## config.mk

```make
export PLATFORM = sky130hd
export DESIGN_NAME = grouped_tile_schedule_generator_top
export DESIGN_NICKNAME = d
export VERILOG_FILES = /design/src/design/gtsg_pkg.sv /design/src/design/grouped_tile_schedule_generator_top.sv /design/src/design/gtsg_front.sv /design/src/design/gtsg_back.sv
export SDC_FILE = /design/constraint.sdc
export NUM_CORES = 1
export LEC_CHECK = 0
export BUFFER_PORTS_ARGS = -buffer_cell sky130_fd_sc_hd__buf_2
export CORE_UTILIZATION = 30
export DETAILED_ROUTE_END_ITERATION = 12
export PLACE_DENSITY = 0.58
export SETUP_SLACK_MARGIN = 0.5
export SYNTH_ARGS = -nofsm -noshare
export SYNTH_HDL_FRONTEND = slang
export SYNTH_SLANG_ARGS = --single-unit
export TNS_END_PERCENT = 10
```

## constraint.sdc

```tcl
create_clock -name clk -period 11.9 [get_ports clk]
set_clock_uncertainty 0.2 [all_clocks]
set_input_delay 0.595 -clock clk [delete_from_list [all_inputs] [get_ports clk]]
set_output_delay 0.595 -clock clk [all_outputs]
set_load 0.1 [all_outputs]
```

## src/design/gtsg_pkg.sv

```systemverilog
// Types and constants of the grouped tile schedule generator.
// Used by every module of the block; depends on nothing.
package gtsg_pkg;

  localparam int TDATA_W = 168;
  localparam int QUEUE_DEPTH = 2;

  localparam logic [1:0] KIND_START = 2'd0;
  localparam logic [1:0] KIND_TILE  = 2'd1;
  localparam logic [1:0] KIND_TOTAL = 2'd2;

  localparam logic [1:0] REG_BASE_ROWS  = 2'd0;
  localparam logic [1:0] REG_BASE_COLS  = 2'd1;
  localparam logic [1:0] REG_TOTAL_COLS = 2'd2;
  localparam logic [1:0] REG_MAX_BLOCKS = 2'd3;

  localparam logic [15:0] RST_BASE_ROWS  = 16'd128;
  localparam logic [15:0] RST_BASE_COLS  = 16'd256;
  localparam logic [15:0] RST_TOTAL_COLS = 16'd4096;
  localparam logic [20:0] RST_MAX_BLOCKS = 21'd4096;

  typedef enum logic [1:0] {
    ST_IDLE,
    ST_START,
    ST_TILE,
    ST_TOTAL
  } gtsg_state_t;

  typedef struct packed {
    logic [15:0] base_rows;
    logic [15:0] base_cols;
    logic [15:0] total_cols;
    logic [20:0] max_blocks;
  } gtsg_cfg_t;

  typedef struct packed {
    logic signed [31:0] row_count;
    logic               positive;
    logic               last;
  } gtsg_item_t;

  typedef struct packed {
    logic [1:0]         record_kind;
    logic [15:0]        group_index;
    logic signed [31:0] start_row;
    logic [15:0]        tile_row_index;
    logic [15:0]        tile_col_index;
    logic [15:0]        tile_rows;
    logic [15:0]        tile_cols;
    logic signed [31:0] group_rows;
    logic [20:0]        block_total;
    logic               last_result;
  } gtsg_result_t;

endpackage

```

## src/design/grouped_tile_schedule_generator_top.sv

```systemverilog
// Channel   Signals                          Direction  Content
// s_axis    tvalid tready tdata tlast        in         one group's row count
// m_axis    tvalid tready tdata tuser tlast  out        start, tile and total records
// apb       psel penable pwrite paddr ...    in/out     four tiling registers
// A result is held in the output register until m_axis takes it. A group leaves the
// input queue, then the sequencer in gtsg_back emits its start record, its tile
// entries (at most MAX_TILES_PER_GROUP) and, after the last group of a batch, the
// total record; it takes one group at a time. A two-entry queue lets s_axis keep
// accepting while m_axis stalls. Synchronous reset restores the register defaults
// and clears the batch state, the queue and the valid flag of the result register.
module grouped_tile_schedule_generator_top import gtsg_pkg::*; #(
  parameter int MAX_TILES_PER_GROUP = 62
) (
  input  logic               clk,
  input  logic               rst,
  input  logic               s_axis_tvalid,
  output logic               s_axis_tready,
  input  logic [31:0]        s_axis_tdata,  // row_count [31:0]
  input  logic               s_axis_tlast,  // last_group
  output logic               m_axis_tvalid,
  input  logic               m_axis_tready,
  // group_index, start_row, tile_row_index, tile_col_index, tile_rows, tile_cols,
  // group_rows, block_total, then zero fill
  output logic [TDATA_W-1:0] m_axis_tdata,
  output logic [1:0]         m_axis_tuser,  // record_kind
  output logic               m_axis_tlast,  // last_result
  input  logic               psel,
  input  logic               penable,
  input  logic               pwrite,
  input  logic [3:0]         paddr,
  input  logic [31:0]        pwdata,
  output logic [31:0]        prdata,
  output logic               pready
);

  gtsg_cfg_t    cfg;
  logic         item_valid;
  gtsg_item_t   item;
  logic         item_pop;
  gtsg_result_t rec;
  logic         cfg_write;

  assign pready = 1'b1;
  assign cfg_write = psel && penable && pwrite && pready;

  always_ff @(posedge clk) begin
    if (rst) begin
      cfg.base_rows <= RST_BASE_ROWS;
      cfg.base_cols <= RST_BASE_COLS;
      cfg.total_cols <= RST_TOTAL_COLS;
      cfg.max_blocks <= RST_MAX_BLOCKS;
    end else if (cfg_write) begin
      unique case (paddr[3:2])
        REG_BASE_ROWS:  cfg.base_rows <= pwdata[15:0];
        REG_BASE_COLS:  cfg.base_cols <= pwdata[15:0];
        REG_TOTAL_COLS: cfg.total_cols <= pwdata[15:0];
        REG_MAX_BLOCKS: cfg.max_blocks <= pwdata[20:0];
        default: begin
        end
      endcase
    end
  end

  always_comb begin
    unique case (paddr[3:2])
      REG_BASE_ROWS:  prdata = {16'd0, cfg.base_rows};
      REG_BASE_COLS:  prdata = {16'd0, cfg.base_cols};
      REG_TOTAL_COLS: prdata = {16'd0, cfg.total_cols};
      REG_MAX_BLOCKS: prdata = {11'd0, cfg.max_blocks};
      default:        prdata = '0;
    endcase
  end

  gtsg_front u_front (
    .clk           (clk),
    .rst           (rst),
    .s_axis_tvalid (s_axis_tvalid),
    .s_axis_tready (s_axis_tready),
    .s_axis_tdata  (s_axis_tdata),
    .s_axis_tlast  (s_axis_tlast),
    .item_valid    (item_valid),
    .item          (item),
    .item_pop      (item_pop)
  );

  gtsg_back #(
    .MAX_TILES_PER_GROUP (MAX_TILES_PER_GROUP)
  ) u_back (
    .clk        (clk),
    .rst        (rst),
    .cfg        (cfg),
    .item_valid (item_valid),
    .item_in    (item),
    .item_pop   (item_pop),
    .out_valid  (m_axis_tvalid),
    .out_ready  (m_axis_tready),
    .out_rec    (rec)
  );

  assign m_axis_tdata = {3'd0, rec.block_total, rec.group_rows, rec.tile_cols,
                         rec.tile_rows, rec.tile_col_index, rec.tile_row_index,
                         rec.start_row, rec.group_index};
  assign m_axis_tuser = rec.record_kind;
  assign m_axis_tlast = rec.last_result;

endmodule

```

## src/design/gtsg_front.sv

```systemverilog
// Input side: accepts group transfers, classifies them and queues them.
// Depends on gtsg_pkg.
module gtsg_front import gtsg_pkg::*; (
  input  logic        clk,
  input  logic        rst,
  input  logic        s_axis_tvalid,
  output logic        s_axis_tready,
  input  logic [31:0] s_axis_tdata,  // row_count [31:0]
  input  logic        s_axis_tlast,
  output logic        item_valid,
  output gtsg_item_t  item,
  input  logic        item_pop
);

  localparam int PW = $clog2(QUEUE_DEPTH);

  gtsg_item_t      entries [QUEUE_DEPTH];
  logic [PW-1:0]   wr_ptr;
  logic [PW-1:0]   rd_ptr;
  logic [PW:0]     fill;
  logic            push;
  logic            pop;
  gtsg_item_t      incoming;

  assign s_axis_tready = (fill != (PW+1)'(QUEUE_DEPTH));
  assign push = s_axis_tvalid && s_axis_tready;
  assign item_valid = (fill != '0);
  assign pop = item_pop && item_valid;
  assign item = entries[rd_ptr];

  always_comb begin
    incoming.row_count = s_axis_tdata;
    incoming.positive = (s_axis_tdata != 32'd0) && !s_axis_tdata[31];
    incoming.last = s_axis_tlast;
  end

  always_ff @(posedge clk) begin
    if (push) begin
      entries[wr_ptr] <= incoming;
    end
  end

  always_ff @(posedge clk) begin
    if (rst) begin
      wr_ptr <= '0;
      rd_ptr <= '0;
      fill <= '0;
    end else begin
      if (push) begin
        wr_ptr <= (wr_ptr == PW'(QUEUE_DEPTH - 1)) ? '0 : wr_ptr + 1'b1;
      end
      if (pop) begin
        rd_ptr <= (rd_ptr == PW'(QUEUE_DEPTH - 1)) ? '0 : rd_ptr + 1'b1;
      end
      if (push && !pop) begin
        fill <= fill + 1'b1;
      end else if (pop && !push) begin
        fill <= fill - 1'b1;
      end
    end
  end

endmodule

```

## src/design/gtsg_back.sv

```systemverilog
// Output side: walks the tiles of one queued group and drives the result register.
// Holds the batch state; depends on gtsg_pkg.
module gtsg_back import gtsg_pkg::*; #(
  parameter int MAX_TILES_PER_GROUP = 62
) (
  input  logic         clk,
  input  logic         rst,
  input  gtsg_cfg_t    cfg,
  input  logic         item_valid,
  input  gtsg_item_t   item_in,
  output logic         item_pop,
  output logic         out_valid,
  input  logic         out_ready,
  output gtsg_result_t out_rec
);

  localparam int CW = $clog2(MAX_TILES_PER_GROUP + 1);

  gtsg_state_t  state, state_next;
  gtsg_item_t   item, item_next;
  logic [31:0]  rem_rows, rem_rows_next;
  logic [15:0]  rem_cols, rem_cols_next;
  logic [15:0]  row_idx, row_idx_next;
  logic [15:0]  col_idx, col_idx_next;
  logic [CW-1:0] tile_cnt, tile_cnt_next;
  logic [31:0]  running_start_row, running_start_row_next;
  logic [15:0]  group_counter, group_counter_next;
  logic [20:0]  tiles_issued, tiles_issued_next;
  logic         out_valid_next;
  gtsg_result_t out_rec_next;

  logic         can_load;
  logic         load;
  gtsg_result_t rec;
  logic [15:0]  br;
  logic [15:0]  bc;
  logic [15:0]  tile_rows_c;
  logic [15:0]  tile_cols_c;
  logic [20:0]  issued_inc;
  logic [CW-1:0] cnt_inc;
  logic         tiles_go;
  logic         rows_done;
  logic         more;
  logic         finish_group;

  assign can_load = !out_valid || out_ready;
  assign br = (cfg.base_rows == 16'd0) ? 16'd1 : cfg.base_rows;
  assign bc = (cfg.base_cols == 16'd0) ? 16'd1 : cfg.base_cols;
  assign tile_rows_c = (rem_rows > {16'd0, br}) ? br : rem_rows[15:0];
  assign tile_cols_c = (rem_cols > bc) ? bc : rem_cols;
  assign issued_inc = tiles_issued + 21'd1;
  assign cnt_inc = tile_cnt + 1'b1;
  assign tiles_go = item.positive && (cfg.total_cols != 16'd0) &&
                    (tiles_issued < cfg.max_blocks);

  always_comb begin
    state_next = state;
    item_next = item;
    rem_rows_next = rem_rows;
    rem_cols_next = rem_cols;
    row_idx_next = row_idx;
    col_idx_next = col_idx;
    tile_cnt_next = tile_cnt;
    running_start_row_next = running_start_row;
    group_counter_next = group_counter;
    tiles_issued_next = tiles_issued;
    item_pop = 1'b0;
    load = 1'b0;
    rec = '0;
    rows_done = 1'b0;
    more = 1'b0;
    finish_group = 1'b0;

    unique case (state)
      ST_IDLE: begin
        if (item_valid) begin
          item_pop = 1'b1;
          item_next = item_in;
          rem_rows_next = item_in.row_count;
          rem_cols_next = cfg.total_cols;
          row_idx_next = '0;
          col_idx_next = '0;
          tile_cnt_next = '0;
          state_next = ST_START;
        end
      end
      ST_START: begin
        if (can_load) begin
          load = 1'b1;
          rec.record_kind = KIND_START;
          rec.group_index = group_counter;
          rec.start_row = running_start_row;
          rec.group_rows = item.row_count;
          rec.last_result = !tiles_go && !item.last;
          if (tiles_go) begin
            state_next = ST_TILE;
          end else if (item.last) begin
            state_next = ST_TOTAL;
          end else begin
            finish_group = 1'b1;
            state_next = ST_IDLE;
          end
        end
      end
      ST_TILE: begin
        if (can_load) begin
          load = 1'b1;
          rec.record_kind = KIND_TILE;
          rec.group_index = group_counter;
          rec.start_row = running_start_row;
          rec.tile_row_index = row_idx;
          rec.tile_col_index = col_idx;
          rec.tile_rows = tile_rows_c;
          rec.tile_cols = tile_cols_c;
          rec.group_rows = item.row_count;
          tiles_issued_next = issued_inc;
          tile_cnt_next = cnt_inc;
          if (rem_cols > bc) begin
            rem_cols_next = rem_cols - bc;
            col_idx_next = col_idx + 16'd1;
          end else begin
            rem_cols_next = cfg.total_cols;
            col_idx_next = '0;
            if (rem_rows > {16'd0, br}) begin
              rem_rows_next = rem_rows - {16'd0, br};
              row_idx_next = row_idx + 16'd1;
            end else begin
              rows_done = 1'b1;
            end
          end
          more = !rows_done && (cnt_inc < CW'(MAX_TILES_PER_GROUP)) &&
                 (issued_inc < cfg.max_blocks);
          rec.last_result = !more && !item.last;
          if (more) begin
            state_next = ST_TILE;
          end else if (item.last) begin
            state_next = ST_TOTAL;
          end else begin
            finish_group = 1'b1;
            state_next = ST_IDLE;
          end
        end
      end
      ST_TOTAL: begin
        if (can_load) begin
          load = 1'b1;
          rec.record_kind = KIND_TOTAL;
          rec.group_index = group_counter;
          rec.block_total = tiles_issued;
          rec.last_result = 1'b1;
          running_start_row_next = '0;
          group_counter_next = '0;
          tiles_issued_next = '0;
          state_next = ST_IDLE;
        end
      end
      default: begin
        state_next = ST_IDLE;
      end
    endcase

    if (finish_group) begin
      if (item.positive) begin
        running_start_row_next = running_start_row + item.row_count;
      end
      group_counter_next = group_counter + 16'd1;
    end

    if (load) begin
      out_valid_next = 1'b1;
      out_rec_next = rec;
    end else begin
      out_valid_next = out_valid && !out_ready;
      out_rec_next = out_rec;
    end
  end

  always_ff @(posedge clk) begin
    if (rst) begin
      state <= ST_IDLE;
      running_start_row <= '0;
      group_counter <= '0;
      tiles_issued <= '0;
      out_valid <= 1'b0;
    end else begin
      state <= state_next;
      running_start_row <= running_start_row_next;
      group_counter <= group_counter_next;
      tiles_issued <= tiles_issued_next;
      out_valid <= out_valid_next;
    end
  end

  always_ff @(posedge clk) begin
    item <= item_next;
    rem_rows <= rem_rows_next;
    rem_cols <= rem_cols_next;
    row_idx <= row_idx_next;
    col_idx <= col_idx_next;
    tile_cnt <= tile_cnt_next;
    out_rec <= out_rec_next;
  end

endmodule

```

==> impl_metrics.py, run 1 <==
metrics = {
    "global_routing": {
        "first_global_vias": 17280,
        "grt_usage_pct": 16.2,
        "overflow": 0,
        "grt_first_pass_wirelength_um": 106000,
        "grt_max_degree": 95,
        "grt_antenna_before_repair": 8,
    },
    "floorplan": {
        "row_count": 105,
        "core_region_area_um2": 82100,
        "dieArea_um2": 84100,
        "die_h_um": 290,
        "initial_core_util_pct": 30.3,
        "ioPinCount": 282,
        "dieWidth_um": 290,
    },
    "logic_synthesis": {
        "yosys_register_bits": 502,
        "synthFlopType": "edfxtp_1",
        "yosysUniqueCellTypes": 74,
        "synth.cell_area_um2": 24900,
        "yosys_warnings": 0,
        "syn_inst": 2305,
        "syn_avg_cell_area_um2": 10.8,
        "ys_seq_area_share_pct": 54.7,
        "synth_edf_count": 356,
        "async_flop_share_pct": 0,
    },
    "timing": {
        "period_minus_slack_ns": 5.61,
        "timing.hold.ws_ns": 0.0269,
        "finalHoldViolations": 0,
        "setup_viol": 0,
        "post-route-period-util_pct": 47.2,
        "max_freq_ghz": 0.178,
        "setup_ws_ns": 6.29,
        "drv_slew": 0,
        "rsz0062_at_grt": "false",
        "setup_tns_ns": 0,
        "slew_headroom_pct": 18.7,
        "tightest_slew_ns": 1.22,
    },
    "pwr": {
        "power_density_nw_per_um2": 276,
        "pwr-share-clk_pct": 20.8,
        "seqPwrFrac_pct": 35.4,
        "ir_drop_v": 0.000202,
        "p_leak_nw": 11.2,
        "intPower_mw": 4.25,
        "p_switching_mw": 3.84,
        "p_comb_share_pct": 43.8,
        "switching_share_pct": 47.5,
    },
    "critical_path": {
        "r2r_start": "u_back.tiles_issued[0]",
        "worstPathRequired_ns": 12.21,
        "max_stage_delay_ns": 0.77,
        "endpoint": "u_back.group_counter[12]",
        "critPathMaxFanout": 18,
        "cp_data_arrival_time_ns": 5.92,
        "end_kind": "register",
        "worstSetupStartpoint": "u_back.tiles_issued[0]",
        "rr_worst_depth": 19,
        "start_kind": "register",
        "critical_path_class": "reg -> reg",
        "crit_chain": "ha_1, nand3_1, nor4_1, and3_1, and3_1, and3_1, nand3_1, xnor2_1, ha_1, nand4_1, nor3_1, and3b_1, a21oi_1, nand3_1, a211oi_4, buf_4, nor2_1, nand3b_1, a21oi_1",
        "r2r_slack_ns": 6.29,
        "reg2reg_to": "u_back.group_counter[12]",
        "slowest_stage": "nor2_1",
    },
    "clock_tree": {
        "cts_root_buffer": "clkbuf_16",
        "ctsHtreeMaxLevel": 2,
        "cts_buffers": 55,
        "cts_resized": 0,
        "cts_tree": "done",
        "clkSinkCount": 502,
        "cts_setup_buffers": 0,
        "clk_pin_slew_ns": 0.06,
        "insertion_delay_ns": 0.64,
        "cts_buffer_depth": 3,
        "postCtsHoldBufs": 28,
    },
    "flow_run": {
        "maxCapViolCount": 0,
    },
    "finish": {
        "area_delta_synth_final_pct": 18.1,
        "nets": 2757,
        "layout_common_cells": "edfxtp_1 (356), buf_2 (252), nand2_1 (236), a21oi_1 (199), nor2_1 (188)",
        "layout_commonest_cell": "edfxtp_1",
        "layout.cells.non_filler": 3684,
        "drive_gt1_share_pct": 17.0,
    },
    "detailed_routing": {
        "final_antenna_net_count": 0,
        "num_vias": 18259,
        "routed_wl_um": 70100,
        "first_iter_violations": 1081,
        "wl_per_cell_um": 19.0,
        "dr.pass1.iters": 5,
        "drc_errors": 0,
        "via_per_inst": 4.96,
    },
    "place": {
        "place.gp.congestion": 0.861,
        "portBuffers": 253,
        "dp_slack_ns": 6.24,
        "place_inst": 3546,
        "hpwl_um": 50000,
    },
    "worst_hold_path": {
        "hp-class": "in -> reg",
    },
    "run_status": {
        "status": "finished, final reports clean",
    },
}
[power by group through the flow]
stage,Sequential (mW),Clock (mW),Combinational [mW]
global route,2.93,1.79,3.76
detailed placement,2.91,0,3.55
floorplan,4.41,0,1.30
CTS,2.88,1.73,3.57
finish,2.87,1.68,3.54
global placement,2.90,0,3.54
[through the flow]
step	utilization, %	area, um^2	power (mW)
2_1_floorplan	-	24900	5.71
3_5_place_dp	33.2	27300	6.46
4_1_cts	35.7	29300	8.17
6_report	35.8	29400	8.10
3_3_place_gp	33.2	27300	6.45
5_1_grt	35.8	29400	8.47
[kinds of logic (layout without fill, tap and decap cells)]
family,count (synthesis),count (layout),synth area share [%]
multiplexers,82,82,4.29
flip-flops,502,502,54.7
adder cells (fa/ha/maj),117,117,5.98
AND/OR/NAND/NOR,865,865,17.5
XOR/XNOR,104,104,3.66
other,2,18,0.0302
buffers and inverters,208,501,3.39
AO/OA/AOI/OAI,425,425,10.4
[how the worst min path moves through the flow]
stage                          start                     end  slack (ns)  cells past startpoint
floorplan                    cfg[16]                 cfg[16]        0.24                      2
global placement             cfg[17]                 cfg[17]        0.25                      2
detailed placement           cfg[20]                 cfg[20]        0.26                      2
CTS                        pwdata[6]                 cfg[59]      0.0003                      3
global route        s_axis_tdata[23]  u_front.entries[0][25]      0.0007                      1
finish              s_axis_tdata[15]  u_front.entries[0][17]        0.03                      1
[synthesized netlist by cell type (all sizes together), types with 8 or more instances]
library cell	n	area share (%)
ha	114	5.7
a22oi	14	0.42
o21a	17	0.51
nand3	55	1.1
mux2i	29	1.2
nand2	236	3.6
nor2	191	2.9
inv	87	1.3
mux2	37	1.7
clkbuf	90	1.4
nor3	49	1.1
nand3b	42	1.3
a211oi	14	0.52
xor2	57	2.0
and4	11	0.39
and2	91	2.3
nor4	21	0.59
a21o	25	0.75
o31ai	8	0.26
edfxtp	356	43
nor2b	8	0.20
and3	82	2.1
nand4	25	0.63
nand2b	19	0.48
o22ai	8	0.20
buf	31	0.72
xnor2	47	1.7
dfxtp	146	12
or3	18	0.49
a31oi	12	0.30
o21ai	69	1.4
mux4	16	1.4
a21oi	202	4.1
[metal layers]
| metal | vias up | GRT usage (%) | routed length, um | part of all wire (%) |
|---|---|---|---|---|
| met5 | - | 0 | 59 | 0.084 |
| met4 | 10 | 4.48 | 1620 | 2.3 |
| met3 | 91 | 2.60 | 3550 | 5.1 |
| met2 | 399 | 26.0 | 32300 | 46 |
| met1 | 8889 | 22.5 | 32600 | 46 |
| li1 | 8870 | - | - | - |
[critical path: cells and delay by family (launching register included)]
kind / cells / cell delay (ns)
buf+inv: 1 / 0.23
simple gates: 12 / 3.59
fa+ha+maj: 2 / 0.56
flops: 1 / 0.46
xor+xnor: 1 / 0.17
compound gates: 3 / 0.29
[registers in the layout, indices dropped and copies added (netlist names), 16 cells and up, named ones only]
register / cells
u_back.col_idx: 16
u_back.item: 34
cfg: 69
u_back.rem_cols: 16
u_back.rem_rows: 32
u_back.out_rec: 168
u_back.row_idx: 16
u_back.tiles_issued: 21
u_back.group_counter: 16
u_front.entries: 68
u_back.running_start_row: 32
[cell type report]
class | instances | area (um^2)
Clock inverter | 32 | 299
Timing Repair Buffer | 310 | 1770
Antenna cell | 3 | 7.51
Fill cell | 8121 | 52700
Clock buffer | 72 | 1480
Sequential cell | 502 | 13600
Multi-Input combinational cell | 1608 | 10500
Inverter | 87 | 327
Tap cell | 1070 | 1340
Power figures use the tool's default switching activity.
==> run 2, diff against run 1 <==
--- a/config.mk
+++ b/config.mk
@@ -5,10 +5,11 @@
 export SDC_FILE = /design/constraint.sdc
 export NUM_CORES = 1
 export LEC_CHECK = 0
+export ABC_AREA = 1
 export BUFFER_PORTS_ARGS = -buffer_cell sky130_fd_sc_hd__buf_2
 export CORE_UTILIZATION = 30
 export DETAILED_ROUTE_END_ITERATION = 12
-export PLACE_DENSITY = 0.58
+export PLACE_DENSITY = 0.59
 export SETUP_SLACK_MARGIN = 0.5
 export SYNTH_ARGS = -nofsm -noshare
 export SYNTH_HDL_FRONTEND = slang
==> constraint.sdc (replaced) <==
create_clock -name clk -period 4.6 [get_ports clk]
set_clock_uncertainty 0.2 [all_clocks]
set_input_delay 0.23 -clock clk [delete_from_list [all_inputs] [get_ports clk]]
set_output_delay 0.23 -clock clk [all_outputs]
set_load 0.1 [all_outputs]
==> run 2 against run 1 <==
Against the previous run: global-route usage up 1.1 points; setup slack worse by 5.5 ns; sequential cell count unchanged; largest cell class unchanged; critical path type unchanged; non-clock buffer count up 39; first-iteration DRC count up 48%; combinational power rose to 2.8 times the previous value; highest routed layer unchanged.
==> impl_metrics.py, run 2 <==
metrics = {
    "run_status": {
        "status": "finished, final reports clean",
    },
    "global_routing": {
        "met2_usage_pct": 26.7,
        "grt_use_met3_pct": 3.85,
        "grt_max_degree": 75,
        "grt_antenna_before_repair": 9,
        "first_global_vias": 20290,
        "grt_first_pass_wirelength_um": 121000,
        "use_met1_pct": 24.4,
        "overflow": 0,
        "grt_usage_pct": 17.4,
        "grt_busiest_layer": "met2",
    },
    "logic_synthesis": {
        "synth_common_cells": "nand2_1 (680), inv_1 (416), edfxtp_1 (356)",
        "yosys_warnings": 0,
        "synth_top_area_share_pct": 40.0,
        "syn_avg_cell_area_um2": 8.57,
        "yosysMostFrequentCell": "nand2_1",
        "synth.cell_area_um2": 26700,
        "async_flop_share_pct": 0,
        "synth_area_leaders": "edfxtp_1 (40%), dfxtp_1 (11%), nand2_1 (9.5%)",
        "synth_edf_count": 356,
        "yosys_register_bits": 502,
        "ys_seq_area_share_pct": 50.9,
        "synthFlopType": "edfxtp_1",
        "yosys.area.top_type": "edfxtp_1",
        "yosysUniqueCellTypes": 56,
        "syn_inst": 3119,
    },
    "detailed_routing": {
        "dr.pass1.iters": 5,
        "final_antenna_net_count": 0,
        "drc_errors": 0,
        "first_iter_violations": 1603,
        "via_per_inst": 4.72,
        "routed_wl_um": 81100,
        "num_vias": 21869,
        "wl_per_cell_um": 17.5,
    },
    "flow_run": {
        "maxCapViolCount": 0,
    },
    "critical_path": {
        "slowest_stage": "dfxtp_1",
        "max_stage_delay_ns": 0.37,
        "worstPathRequired_ns": 4.95,
        "crit_top_cell": "nand3_1",
        "start_kind": "register",
        "crit_chain": "inv_1, nor3_2, nand2_1, nor2_4, nand4_1, nor2_2, nand3_1, xor2_1, ha_1, nand2_1, inv_1, nand3_1, nor2_1, nand3_1, nor2_1, nor2_4, nand2_4, nand2_4, nand2_4, clkbuf_16, nand3_1, a21oi_1",
        "r2r_slack_ns": 0.82,
        "critPathMaxFanout": 24,
        "end_kind": "register",
        "cp_data_arrival_time_ns": 4.13,
        "critical_path_class": "reg -> reg",
    },
    "floorplan": {
        "die_h_um": 301,
        "dieArea_um2": 90300,
        "core_region_area_um2": 88400,
        "ioPinCount": 282,
        "initial_core_util_pct": 30.3,
        "dieWidth_um": 301,
        "row_count": 109,
    },
    "clock_tree": {
        "cts_tree": "done",
        "clkSinkCount": 502,
        "cts_buffer_depth": 3,
        "clk_pin_slew_ns": 0.06,
        "cts_root_buffer": "clkbuf_16",
        "cts_buffers": 59,
        "ctsHtreeMaxLevel": 2,
        "insertion_delay_ns": 0.64,
    },
    "pwr": {
        "power_density_nw_per_um2": 694,
        "ir_drop_v": 0.000499,
        "p_leak_nw": 13.2,
        "power_mw": 22.3,
    },
    "timing": {
        "max_freq_ghz": 0.265,
        "period_minus_slack_ns": 3.78,
        "setup_viol": 0,
        "setup_tns_ns": 0,
        "drv_slew": 0,
        "tightest_slew_ns": 1.11,
        "slew_headroom_pct": 26.1,
        "rsz0062_at_grt": "false",
        "finalHoldViolations": 0,
        "post-route-period-util_pct": 82.2,
    },
    "worst_hold_path": {
        "hp-class": "in -> reg",
    },
    "finish": {
        "final_util_pct": 36.3,
        "multi_input_area_um2": 11100,
        "regArea_um2": 13600,
        "nets": 3607,
        "layout_common_cells": "nand2_1 (680), inv_1 (410), edfxtp_1 (356), nor2_1 (292), buf_2 (253)",
        "nFillCells": 9080,
        "drive_gt1_share_pct": 14.8,
        "top_register": "u_back.out_rec",
        "reg_top3": "u_back.out_rec (168), cfg (69), u_front.entries (68)",
        "largest_register_ffs": 168,
        "area_delta_synth_final_pct": 20.0,
        "layout_commonest_cell": "nand2_1",
    },
    "place": {
        "place.gp.congestion": 0.917,
        "portBuffers": 253,
        "hpwl_um": 58500,
    },
}
-- run 2: what timing repair did --
action | CTS | global route
setup endpoints to repair | 0 | 49
hold buffers | 57 | 0
resized for setup | 0 | 10
endpoints found under the hold margin | 161 | 0
setup buffers | 0 | 2
-- run 2: cells by family (layout without fill, tap and decap cells) --
kind of cell	Yosys count	in the layout	share of synthesized area, %
xor gates and xnor gates	71	71	2.33
AOI/OAI and AO/OA	512	512	10.3
adders and majority gates	117	117	5.56
DFF	502	502	50.9
other	2	19	0.0281
buffers and inverters	553	886	8.28
muxes	28	28	1.17
and+or+nand+nor	1334	1334	21.5
-- run 2: final cells by class --
type	count	share of cell area (%)
Multi-Input combinational cell	2077	34.6
Tap cell	1165	4.54
Timing Repair Buffer	349	6.96
Inverter	425	4.97
Antenna cell	4	0.0312
Sequential cell	502	42.4
Clock inverter	35	1.34
Clock buffer	77	5.10
-- run 2: worst max-delay path, delay by kind of cell (launching register included) --
family                     cells  cell delay [ns]
and+or+nand+nor               16             2.06
buffers and inverters          3             0.44
DFF                            1             0.37
adders and majority gates      1             0.28
xor gates and xnor gates       1             0.18
AOI/OAI and AO/OA              1             0.17
-- run 2: where the power goes --
group	total [mW]	switching (mW)	internal, mW
combinational	10.0	7.97	2.06
clock	4.98	2.01	2.97
sequential	7.27	0.707	6.56
-- run 2: worst paths after layout --
check | from | end | cells past startpoint
worst min-delay path | penable | cfg[12] | 4
worst max register to register | u_back.tiles_issued[0] | u_back.group_counter[10] | 22
worst min register to register | u_front.rd_ptr | register | 1
worst max-delay path | u_back.tiles_issued[0] | u_back.group_counter[10] | 22
-- run 2: per-stage QoR --
step                cells  hold slack (ns)  area [um^2]  setup WS [ns]
floorplan            3132            0.129        26900          0.447
global placement     4457            0.226        29300          0.776
detailed placement   4457            0.226        29300          0.731
CTS                  4626          0.00596        32000          0.734
global route         4631           0.0672        32100          0.509
finish               4634           0.0534        32100          0.821
-- run 2: per-layer routing --
layer  vias up  part of all wire [%]
li1      10962                     -
met1     10126                    46
met2       649                    44
met3       122                   7.5
met4        10                   2.5
met5         -                 0.085
==> run 3, diff against run 2 <==
==> constraint.sdc (replaced) <==
create_clock -name clk -period 3.1 [get_ports clk]
set_clock_uncertainty 0.2 [all_clocks]
set_input_delay 0.155 -clock clk [delete_from_list [all_inputs] [get_ports clk]]
set_output_delay 0.155 -clock clk [all_outputs]
set_load 0.1 [all_outputs]
==> run 3 against run 2 <==
Against the previous run: the run now ends with setup timing left; sequential power rose by 49%; global-route usage is 0.51 points higher; via count increased by 3.3%; setup slack got worse by 1.3 ns; combinational power rose by 58%; worst hold slack better by 0.0046 ns; largest cell class unchanged.
==> impl_metrics.py, run 3 (synthesized netlist as in run 2, its figures left out) <==
metrics = {
    "timing": {
        "finalHoldViolations": 0,
        "tightest_slew_ns": 0.850,
        "slew_headroom_pct": 43.3,
        "setup_tns_ns": -21.16,
        "post-route-period-util_pct": 115,
        "rsz0062_at_grt": "true",
        "setup_ws_ns": -0.479,
        "period_minus_slack_ns": 3.58,
        "max_freq_ghz": 0.279,
        "drv_slew": 0,
        "timing.hold.ws_ns": 0.0580,
        "setup_viol": 51,
    },
    "finish": {
        "regArea_um2": 13600,
        "layout.cells.non_filler": 4792,
        "nets": 3771,
        "final_util_pct": 38.7,
        "top_register": "u_back.out_rec",
        "fin_area_um2": 34200,
        "layout_common_cells": "nand2_1 (657), inv_1 (404), edfxtp_1 (356), nor2_1 (287), buf_2 (245)",
        "multi_input_area_um2": 11600,
        "layout_commonest_cell": "nand2_1",
        "area_delta_synth_final_pct": 27.7,
        "largest_register_ffs": 168,
        "drive_gt1_share_pct": 21.7,
        "reg_top3": "u_back.out_rec (168), cfg (69), u_front.entries (68)",
        "nFillCells": 8863,
    },
    "clock_tree": {
        "cts_buffers": 56,
        "cts_tree": "done",
        "cts_root_buffer": "clkbuf_16",
        "insertion_delay_ns": 0.68,
        "clkSinkCount": 502,
        "ctsHtreeMaxLevel": 2,
        "clk_pin_slew_ns": 0.07,
        "cts_buffer_depth": 3,
    },
    "detailed_routing": {
        "routed_wl_um": 82800,
        "wl_per_cell_um": 17.3,
        "final_antenna_net_count": 0,
        "via_per_inst": 4.71,
        "drc_errors": 0,
        "dr.pass1.iters": 5,
        "first_iter_violations": 1929,
        "num_vias": 22590,
    },
    "global_routing": {
        "overflow": 0,
        "first_global_vias": 21668,
        "grt_antenna_before_repair": 7,
        "grt_max_degree": 90,
        "grt_usage_pct": 17.9,
        "grt_first_pass_wirelength_um": 125000,
    },
    "floorplan": {
        "dieWidth_um": 301,
        "ioPinCount": 282,
        "die_h_um": 301,
        "row_count": 109,
        "dieArea_um2": 90300,
        "core_region_area_um2": 88400,
        "initial_core_util_pct": 30.3,
    },
    "critical_path": {
        "worstPathRequired_ns": 3.39,
        "r2r_slack_ns": -0.48,
        "end_kind": "register",
        "start_kind": "register",
        "reg2reg_to": "u_back.running_start_row[23]",
        "critPathMaxFanout": 8,
        "r2r_start": "u_back.tiles_issued[1]",
        "cp_data_arrival_time_ns": 3.87,
        "rr_worst_depth": 23,
        "critical_path_class": "reg -> reg",
    },
    "pwr": {
        "intPower_mw": 17.8,
        "ir_drop_v": 0.000788,
        "switching_share_pct": 47.6,
        "power_mw": 34.0,
        "power_density_nw_per_um2": 996,
        "pwr-share-clk_pct": 21.7,
        "p_switching_mw": 16.2,
        "p_leak_nw": 14.2,
        "seqPwrFrac_pct": 31.8,
        "p_comb_share_pct": 46.5,
    },
    "run_status": {
        "violations": "setup timing",
        "status": "finished, violations left",
    },
    "place": {
        "place_area_um2": 30600,
        "hpwl_um": 61300,
        "portBuffers": 253,
        "dp_slack_ns": -0.428,
        "place_inst": 4601,
        "place.gp.congestion": 0.926,
    },
    "worst_hold_path": {
        "whs_endpoint": "u_front.entries[1][22]",
        "holdPathStages": 2,
        "hp-class": "in -> reg",
        "worstHoldStart": "s_axis_tdata[20]",
    },
    "flow_run": {
        "maxCapViolCount": 0,
    },
}
run 3: critical path: stages (launching register included):
cell,delay (ns)
dfxtp_2,0.34
inv_2,0.05
nor3_4,0.20
nand2_1,0.09
nor2_2,0.14
nand4_1,0.19
nor2_2,0.24
buf_4,0.15
buf_4,0.10
buf_4,0.11
xor2_2,0.19
ha_4,0.23
nand3_2,0.09
nor2_4,0.04
nand2_1,0.08
nand3_2,0.09
nor2_4,0.17
nand2_4,0.07
nand2_4,0.09
nand2_8,0.10
buf_12,0.15
buf_12,0.13
nand3_1,0.07
a21oi_1,0.08
run 3: area by class of cell:
type | instances | area share (%)
diodes | 3 | 0.0220
clock buffers | 68 | 4.38
clock inverters | 36 | 1.60
inverters | 425 | 4.71
multi-input cells | 2077 | 34.1
flip-flops and latches | 502 | 39.9
well taps | 1165 | 4.27
repair buffers | 516 | 11.0
run 3: worst max-delay path by stage:
stage / startpoint / cells after the start / slack [ns] / to
3_3_place_gp: u_back.tiles_issued[0] / 23 / -0.28 / u_back.group_counter[10]
3_5_place_dp: u_back.tiles_issued[0] / 21 / -0.43 / u_back.group_counter[7]
6_report: u_back.tiles_issued[1] / 23 / -0.48 / u_back.running_start_row[23]
2_1_floorplan: u_back.out_valid / 6 / -1.05 / u_back.out_rec[153]
5_1_grt: u_back.tiles_issued[1] / 23 / -0.66 / u_back.running_start_row[23]
4_1_cts: u_back.tiles_issued[0] / 22 / -0.34 / u_back.running_start_row[31]
run 3: power groups by stage:
stage | logic [mW] | registers [mW] | clock network (mW)
after floorplan | 6.23 | 16.1 | 0
after global placement | 15.1 | 10.9 | 0
after detailed placement | 15.2 | 10.9 | 0
after CTS | 15.6 | 10.8 | 7.55
after global routing | 17.0 | 11.0 | 7.80
final | 15.8 | 10.8 | 7.39
run 3: what timing repair did:
item                       4_1_cts  5_1_grt
hold buffers                    62        0
hold endpoints to repair       213        0
gates resized for setup         87       95
pin swaps                       25       51
gates cloned                     3        2
setup buffers                    8        9
setup endpoints to repair      193      202
run 3: layer usage:
| metal | global-route usage (%) | vias to the layer above | share of wire (%) |
|---|---|---|---|
| met5 | 0 | - | 0.062 |
| met1 | 24.9 | 10556 | 46 |
| met4 | 4.65 | 10 | 2.2 |
| li1 | - | 11279 | - |
| met2 | 28.1 | 627 | 45 |
| met3 | 3.66 | 118 | 6.8 |
